File: src/rtl/id_keyed_slot_pool_assert.svh
// Assertion macros used by the slot pool datapath.
`ifndef ID_KEYED_SLOT_POOL_ASSERT_SVH
`define ID_KEYED_SLOT_POOL_ASSERT_SVH

// Same-cycle implication, clocked on clk and disabled while rst_n is low.
`define IDKSP_ASSERT_NOW(label, ante, cons) \
  label: assert property (@(posedge clk) disable iff (!rst_n) (ante) |-> (cons)) \
    else $error("slot pool assertion failed");

// Next-cycle implication, clocked on clk and disabled while rst_n is low.
`define IDKSP_ASSERT_NEXT(label, ante, cons) \
  label: assert property (@(posedge clk) disable iff (!rst_n) (ante) |=> (cons)) \
    else $error("slot pool assertion failed");

`endif

File: src/rtl/idksp_pkg.sv
// Types and codes shared by the slot pool controller, datapath and top level.
package idksp_pkg;

  typedef enum logic [1:0] {
    KIND_CREATE = 2'd0,
    KIND_DELETE = 2'd1,
    KIND_LOOKUP = 2'd2,
    KIND_NOP    = 2'd3
  } kind_t;

  typedef enum logic [1:0] {
    ST_OK        = 2'd0,
    ST_FULL      = 2'd1,
    ST_NOT_FOUND = 2'd2,
    ST_ZERO_ID   = 2'd3
  } status_t;

  typedef enum logic [2:0] {
    S_IDLE,
    S_CHECK,
    S_SCAN,
    S_MOVE_RD,
    S_MOVE_WR,
    S_FINISH
  } state_t;

  typedef struct packed {
    logic    accept;
    logic    create;
    logic    scan;
    logic    hit;
    logic    move_rd;
    logic    move_wr;
    logic    set_res;
    status_t res_code;
    logic    publish;
  } cmd_t;

  typedef struct packed {
    kind_t kind;
    logic  id_zero;
    logic  full;
    logic  hit;
    logic  miss;
    logic  out_free;
  } stat_t;

endpackage

File: src/rtl/idksp_ctrl.sv
// Controller state machine that sequences create, search and swap-remove.
module idksp_ctrl
  import idksp_pkg::*;
(
  input  logic  clk,
  input  logic  rst_n,
  input  logic  in_tvalid,
  output logic  in_tready,
  input  stat_t stat,
  output cmd_t  cmd
);

  state_t state_r, state_nxt;

  always_ff @(posedge clk) begin
    if (!rst_n) begin
      state_r <= S_IDLE;
    end else begin
      state_r <= state_nxt;
    end
  end

  always_comb begin
    state_nxt = state_r;
    case (state_r)
      S_IDLE: begin
        if (in_tvalid) state_nxt = S_CHECK;
      end
      S_CHECK: begin
        case (stat.kind)
          KIND_DELETE, KIND_LOOKUP: begin
            state_nxt = stat.id_zero ? S_FINISH : S_SCAN;
          end
          default: state_nxt = S_FINISH;
        endcase
      end
      S_SCAN: begin
        if (stat.hit) begin
          state_nxt = (stat.kind == KIND_DELETE) ? S_MOVE_RD : S_FINISH;
        end else if (stat.miss) begin
          state_nxt = S_FINISH;
        end
      end
      S_MOVE_RD: state_nxt = S_MOVE_WR;
      S_MOVE_WR: state_nxt = S_FINISH;
      S_FINISH: begin
        if (stat.out_free) state_nxt = S_IDLE;
      end
      default: state_nxt = S_IDLE;
    endcase
  end

  always_comb begin
    cmd          = '0;
    cmd.res_code = ST_OK;
    in_tready    = 1'b0;
    case (state_r)
      S_IDLE: begin
        in_tready  = 1'b1;
        cmd.accept = in_tvalid;
      end
      S_CHECK: begin
        case (stat.kind)
          KIND_CREATE: begin
            if (stat.full) begin
              cmd.set_res  = 1'b1;
              cmd.res_code = ST_FULL;
            end else begin
              cmd.create = 1'b1;
            end
          end
          KIND_DELETE, KIND_LOOKUP: begin
            if (stat.id_zero) begin
              cmd.set_res  = 1'b1;
              cmd.res_code = ST_ZERO_ID;
            end
          end
          default: begin
            cmd.set_res  = 1'b1;
            cmd.res_code = ST_OK;
          end
        endcase
      end
      S_SCAN: begin
        if (stat.hit) begin
          cmd.hit = 1'b1;
        end else if (stat.miss) begin
          cmd.set_res  = 1'b1;
          cmd.res_code = ST_NOT_FOUND;
        end else begin
          cmd.scan = 1'b1;
        end
      end
      S_MOVE_RD: cmd.move_rd = 1'b1;
      S_MOVE_WR: cmd.move_wr = 1'b1;
      S_FINISH:  cmd.publish = stat.out_free;
      default: ;
    endcase
  end

endmodule

File: src/rtl/idksp_dp.sv
// Datapath: slot table memory, counters, scan pipeline and output register.
module idksp_dp
  import idksp_pkg::*;
#(
  parameter int MAX_ENTRIES = 64
) (
  input  logic        clk,
  input  logic        rst_n,
  input  cmd_t        cmd,
  output stat_t       stat,
  input  logic [1:0]  in_kind,
  input  logic [31:0] in_entry_id,
  input  logic        cfg_we,
  input  logic [6:0]  cfg_wdata,
  input  logic        out_ready,
  output logic        out_valid,
  output logic [1:0]  out_status,
  output logic [31:0] out_new_id,
  output logic [5:0]  out_slot,
  output logic [6:0]  out_live
);

  localparam int AW = $clog2(MAX_ENTRIES);
  localparam int CW = $clog2(MAX_ENTRIES + 1);
  localparam int LW = (CW > 7) ? CW : 7;

  logic [31:0]   mem [MAX_ENTRIES];
  logic [CW-1:0] count_r;
  logic [31:0]   next_id_r;
  logic [31:0]   next_id_inc;
  logic [6:0]    cap_r;
  kind_t         kind_r;
  logic [31:0]   id_r;
  logic [CW-1:0] idx_r;
  logic          rd_valid_r;
  logic [31:0]   rd_data_r;
  logic [AW-1:0] rd_addr_r;
  status_t       res_status_r;
  logic [31:0]   res_new_r;
  logic [AW-1:0] res_slot_r;
  logic          out_valid_r;
  status_t       out_status_r;
  logic [31:0]   out_new_r;
  logic [5:0]    out_slot_r;
  logic [6:0]    out_live_r;

  logic          idx_lt;
  logic          hit;
  logic          full;
  logic [CW-1:0] last_c;
  logic          mem_we;
  logic [AW-1:0] mem_wa;
  logic [31:0]   mem_wd;
  logic          mem_re;
  logic [AW-1:0] mem_ra;

  assign idx_lt      = idx_r < count_r;
  assign hit         = rd_valid_r && (rd_data_r == id_r);
  assign full        = (LW'(count_r) >= LW'(cap_r)) || (count_r == CW'(MAX_ENTRIES));
  assign last_c      = count_r - CW'(1);
  assign next_id_inc = next_id_r + 32'd1;

  assign stat.kind     = kind_r;
  assign stat.id_zero  = (id_r == 32'd0);
  assign stat.full     = full;
  assign stat.hit      = hit;
  assign stat.miss     = !rd_valid_r && !idx_lt;
  assign stat.out_free = !out_valid_r || out_ready;

  always_comb begin
    mem_we = cmd.create || cmd.move_wr;
    mem_wa = cmd.create ? count_r[AW-1:0] : res_slot_r;
    mem_wd = cmd.create ? next_id_r : rd_data_r;
    mem_re = (cmd.scan && idx_lt) || cmd.move_rd;
    mem_ra = cmd.move_rd ? last_c[AW-1:0] : idx_r[AW-1:0];
  end

  always_ff @(posedge clk) begin
    if (mem_we) mem[mem_wa] <= mem_wd;
    if (mem_re) begin
      rd_data_r <= mem[mem_ra];
      rd_addr_r <= mem_ra;
    end
  end

  always_ff @(posedge clk) begin
    if (!rst_n) begin
      count_r     <= '0;
      next_id_r   <= 32'd1;
      cap_r       <= 7'd64;
      rd_valid_r  <= 1'b0;
      out_valid_r <= 1'b0;
    end else begin
      if (cfg_we) cap_r <= cfg_wdata;
      if (cmd.create) begin
        count_r   <= count_r + CW'(1);
        next_id_r <= (next_id_inc == 32'd0) ? 32'd1 : next_id_inc;
      end else if (cmd.move_wr) begin
        count_r <= last_c;
      end
      rd_valid_r <= cmd.scan && idx_lt;
      if (cmd.publish) begin
        out_valid_r <= 1'b1;
      end else if (out_ready) begin
        out_valid_r <= 1'b0;
      end
    end
  end

  always_ff @(posedge clk) begin
    if (cmd.accept) begin
      kind_r <= kind_t'(in_kind);
      id_r   <= in_entry_id;
      idx_r  <= '0;
    end else if (cmd.scan && idx_lt) begin
      idx_r <= idx_r + CW'(1);
    end
    if (cmd.create) begin
      res_status_r <= ST_OK;
      res_new_r    <= next_id_r;
      res_slot_r   <= count_r[AW-1:0];
    end else if (cmd.hit) begin
      res_status_r <= ST_OK;
      res_new_r    <= 32'd0;
      res_slot_r   <= rd_addr_r;
    end else if (cmd.set_res) begin
      res_status_r <= cmd.res_code;
      res_new_r    <= 32'd0;
      res_slot_r   <= '0;
    end
    if (cmd.publish) begin
      out_status_r <= res_status_r;
      out_new_r    <= res_new_r;
      out_slot_r   <= 6'(res_slot_r);
      out_live_r   <= 7'(count_r);
    end
  end

  assign out_valid  = out_valid_r;
  assign out_status = out_status_r;
  assign out_new_id = out_new_r;
  assign out_slot   = out_slot_r;
  assign out_live   = out_live_r;

  `include "id_keyed_slot_pool_assert.svh"

  `IDKSP_ASSERT_NOW(a_create_not_full, cmd.create, !full)
  `IDKSP_ASSERT_NOW(a_hit_in_table, cmd.hit, CW'(rd_addr_r) < count_r)
  `IDKSP_ASSERT_NOW(a_publish_free, cmd.publish, !out_valid_r || out_ready)
  `IDKSP_ASSERT_NEXT(a_remove_shrinks, cmd.move_wr, count_r == $past(count_r) - CW'(1))

endmodule

File: src/rtl/id_keyed_slot_pool.sv
// Slot pool with swap-on-delete: a create goes from acceptance through the check and finish
// states to a result; a lookup's search time grows with the live entry count, and a delete
// takes longer, because the search reads the id table one slot per cycle and a delete then
// reads the last slot and writes it into the freed one. One transaction is worked on at a
// time; the next is accepted while the previous result waits in the output register.
module id_keyed_slot_pool
  import idksp_pkg::*;
#(
  parameter int MAX_ENTRIES = 64
) (
  input  logic        clk,
  input  logic        rst_n,
  input  logic        in_tvalid,
  output logic        in_tready,
  input  logic [31:0] in_tdata,  // [31:0] entry_id
  input  logic [1:0]  in_tuser,  // [1:0] kind
  output logic        out_tvalid,
  input  logic        out_tready,
  output logic [47:0] out_tdata, // [31:0] new_id, [37:32] slot_index, [44:38] live_count
  output logic [1:0]  out_tuser, // [1:0] status
  input  logic        cfg_we,
  input  logic [6:0]  cfg_wdata
);

  cmd_t        cmd;
  stat_t       stat;
  logic [1:0]  out_status;
  logic [31:0] out_new_id;
  logic [5:0]  out_slot;
  logic [6:0]  out_live;

  idksp_ctrl u_ctrl (
    .clk       (clk),
    .rst_n     (rst_n),
    .in_tvalid (in_tvalid),
    .in_tready (in_tready),
    .stat      (stat),
    .cmd       (cmd)
  );

  idksp_dp #(
    .MAX_ENTRIES (MAX_ENTRIES)
  ) u_dp (
    .clk         (clk),
    .rst_n       (rst_n),
    .cmd         (cmd),
    .stat        (stat),
    .in_kind     (in_tuser),
    .in_entry_id (in_tdata),
    .cfg_we      (cfg_we),
    .cfg_wdata   (cfg_wdata),
    .out_ready   (out_tready),
    .out_valid   (out_tvalid),
    .out_status  (out_status),
    .out_new_id  (out_new_id),
    .out_slot    (out_slot),
    .out_live    (out_live)
  );

  assign out_tdata = {3'b000, out_live, out_slot, out_new_id};
  assign out_tuser = out_status;

endmodule
File: config.mk
export PLATFORM = sky130hd
export DESIGN_NAME = id_keyed_slot_pool
export DESIGN_NICKNAME = d
export VERILOG_FILES = /design/src/rtl/idksp_pkg.sv /design/src/rtl/idksp_ctrl.sv /design/src/rtl/idksp_dp.sv /design/src/rtl/id_keyed_slot_pool.sv
export VERILOG_INCLUDE_DIRS = /design/src /design/src/rtl
export SDC_FILE = /design/constraint.sdc
export NUM_CORES = 2
export LEC_CHECK = 0
export ABC_CLOCK_PERIOD_IN_PS = 7700
export BUFFER_PORTS_ARGS = -buffer_cell sky130_fd_sc_hd__buf_4
export CAP_MARGIN = 20
export CORE_MARGIN = 3
export CORE_UTILIZATION = 35
export DETAILED_ROUTE_END_ITERATION = 12
export GPL_TIMING_DRIVEN = 0
export HOLD_SLACK_MARGIN = 0.05
export MAX_ROUTING_LAYER = met4
export RECOVER_POWER = 25
export SLEW_MARGIN = 15
export SYNTH_ARGS = -nofsm -noshare
export SYNTH_HDL_FRONTEND = slang
export SYNTH_SLANG_ARGS = --single-unit
File: constraint.sdc
create_clock -name clk -period 7.7 [get_ports clk]
set_input_delay 0.77 -clock clk [delete_from_list [all_inputs] [get_ports clk]]
set_output_delay 0.77 -clock clk [all_outputs]
set_load 0.02 [all_outputs]
==> reports/qor.yml <==
sta:
  setup_viol: 0
  worst_pin_slew_ns: 2.99
  relSlewSlack_pct: -99.2
  fmax_ghz: 0.152
  post-route-period-util_pct: 85.3
  final_hold_viol_count: 0
  report.final.slew_viol_count: 241
  rsz0062_at_grt: "false"
  clock_skew_ns: 0.0826
  min_period_ns: 6.57
final_layout:
  final_common_cell: "edfxtp_1"
  final_nets: 6128
  fillCellCount: 22483
  multi_input_comb_area_sq_mm: 0.0199
  final_cell_mix: "edfxtp_1 (2205), nand2_1 (1019), nand3_1 (322)"
  regArea_sq_mm: 0.0674
  layout.cells.non_filler: 9616
  area_delta_synth_final_pct: 17.0
  drive_gt1_share_pct: 16.2
grt:
  antenna_found_initial: 25
  grt_pass1_wl_mm: 400
  grt_util_all_layers_pct: 22.5
  grt_start_max_net_pins: 65
  overflow: 0
  grt_pass1_vias: 51949
cts:
  clock_latency_ns: 0.89
  cts_resized: 0
  holdBufCountCts: 35
  cts_setup_buffers: 0
  clk_pin_slew_ns: 0.07
  numCtsBuffers: 222
  cts_sinks: 2265
  clk_path_buf_depth: 3
  cts_root_buf: "clkbuf_16"
  htreeDepth: 4
  cts_tree: "yes"
drt:
  wl_per_cell_um: 30.1
  ant_nets: 0
  routed_wl_mm: 290
  vias: 54289
  drt_iter0_markers: 8601
  via_per_inst: 5.65
  dr.pass1.iters: 7
  drc_errors: 0
placement:
  hpwl_mm: 203
  place.gp.congestion: 0.949
  portBuffers: 93
  placed_cells: 9139
logic_synthesis:
  ys_ff_latch: 2265
  synth_edf_count: 2205
  yosys_warnings: 0
  synth_async_sr_flop_share_pct: 0
  synthDistinctLibCells: 79
  synthTopCellsByArea: "edfxtp_1 (74%), mux4_2 (5.4%), nand2_1 (4.3%)"
  synth-main-ff-cell: "edfxtp_1"
  syn_area_per_cell_sq_um: 16.2
  ys_seq_area_share_pct: 75.8
  synth_top_area_cell: "edfxtp_1"
  synth_top_area_share_pct: 74.5
  synth_area_sq_mm: 0.0889
  syn_inst: 5476
worst_setup_path:
  path_class: "reg -> reg"
  required_ns: 8.27
  critPathLaunch: "u_dp.count_r[0]"
  r2r_start: "u_dp.count_r[0]"
  rr_worst_depth: 15
  start_kind: "register"
  r2r_end: "u_dp.mem[7][9]"
  rrSetupSlack_ns: 1.13
  critPathMaxFanout: 11
  cp.arrival_ns: 7.14
  end_kind: "register"
worst_hold_path:
  whs_path_depth: 3
  min_to: "u_dp.cap_r[5]"
  hp-class: "in -> reg"
  min_from: "cfg_wdata[5]"
status:
  violations: "max-capacitance violations, max-slew violations"
  outcome: "complete, but fails checks"
power_and_ir_drop:
  p_int_mw: 21.2
  clock_power_share_pct: 35.4
  netSwitchingFraction_pct: 28.1
  vdd_drop_max_mv: 0.255
  combPwrFrac_pct: 16.1
  powerDensity_mw_per_mm2: 284
  power.leakage_nw: 34.4
  power.total_mw: 29.5
  pwr-share-seq_pct: 48.5
  p_sw_mw: 8.30
floorplan:
  die_h_um: 510
  rows: 184
  io_pins: 98
  die_area_sq_mm: 0.260
  initial_core_util_pct: 35.3
  die_x_um: 510
  core_area_sq_mm: 0.252
flow_run:
  max_cap_viol_count: 7
## synth_stat cells (8+ instances only)
cell,n
nor4_1,33
and3_1,63
nand2b_1,12
mux2_2,26
nor2_1,113
a21oi_1,107
xnor2_1,32
a221oi_1,63
buf_4,45
a21o_1,37
mux2i_1,147
and2_1,11
nand3_1,322
o21ai_0,22
mux4_2,212
buf_2,88
buf_1,24
inv_1,37
nor3_1,41
dfxtp_1,60
a311oi_1,15
ha_1,20
o221ai_1,13
or3_1,22
edfxtp_1,2205
xor2_1,48
a31oi_1,158
buf_6,31
nand4_1,58
clkbuf_1,150
a32oi_1,85
a211oi_1,35
a22oi_1,31
nand2_1,1019
o22ai_1,8
## cell families (layout without fill, tap and decap cells)
kind of cell               Yosys count  count (layout)  synth area share, %
AOI/OAI and AO/OA                  625             625                 5.01
xor gates and xnor gates            80              80                0.788
adders and majority gates           20              20                0.282
buffers and inverters              384            1147                 2.25
DFF                               2265            2265                 75.8
muxes                              387             387                 7.41
other                                1              30              0.00422
and+or+nand+nor                   1714            1714                 8.41
## power by group through the flow
| stage | Combinational (mW) | Clock [mW] | Sequential [mW] |
|---|---|---|---|
| floorplan | 2.55 | 0 | 14.5 |
| global route | 4.94 | 11.0 | 14.3 |
| global placement | 4.43 | 0 | 14.7 |
| finish | 4.76 | 10.5 | 14.3 |
| CTS | 4.75 | 10.5 | 14.3 |
| detailed placement | 4.72 | 0 | 14.6 |
## through the flow
stage	TNS (ns)	setup slack, ns	util (%)	hold WS (ns)	instance area, sq um
CTS	0	1.93	41.5	0.0715	105000
global placement	-1501.43	-3.86	37.2	0.404	93800
finish	0	1.13	41.2	0.124	104000
global route	0	0.890	41.2	0.125	104000
detailed placement	0	1.97	38.6	0.407	97300
floorplan	0	1.79	-	0.400	88900
## registers in the layout (all words and copies together) (netlist names), 7 cells and up
signal and count:
u_dp.mem 2048, u_dp.id_r 32, u_dp.next_id_r 32, u_dp.out_new_id 32, u_dp.rd_data_r 32, u_dp.res_new_r 32, u_dp.cap_r 7, u_dp.count_r 7
u_dp.idx_r 7, u_dp.out_live 7
## worst max-delay path, stage by stage (launching register included)
cell      delay [ns]
dfxtp_1         0.36
clkbuf_1        0.39
inv_1           0.29
ha_1            0.34
nand2b_1        0.15
a211o_1         0.31
a21oi_1         0.64
nand2_1         0.33
clkbuf_1        0.46
mux2i_1         0.47
nand2_1         0.50
nor4_2          0.94
buf_4           0.32
buf_2           0.24
buf_2           0.25
buf_2           0.24
## worst max path at each step
stage	end	slack [ns]	depth (start not counted)
finish	u_dp.mem[7][9]	1.13	15
global route	u_dp.mem[38][9]	0.89	15
CTS	u_dp.mem[7][21]	1.93	14
detailed placement	u_dp.mem[7][13]	1.97	14
global placement	u_dp.mem[15][16]	-3.86	10
floorplan	u_dp.mem[7][0]	1.79	11
## final cells by class
type                       instances  area share (%)
clock inverter                   130            1.13
timing repair buffer             360            3.39
clock buffer                     273            5.54
multi-input combinational       2829            19.1
buffer                           342            1.75
antenna                           27          0.0650
sequential                      2265            64.8
inverter                          42           0.154
tap                             3348            4.03
## routing by layer
layer | track usage [%] | up-vias | wire length (um)
met5 | - | - | 0
met4 | 9.40 | 0 | 13200
met3 | 4.93 | 592 | 32100
met2 | 33.7 | 3262 | 132000
met1 | 29.6 | 27872 | 112000
li1 | - | 22563 | -
Power figures use the tool's default switching activity.
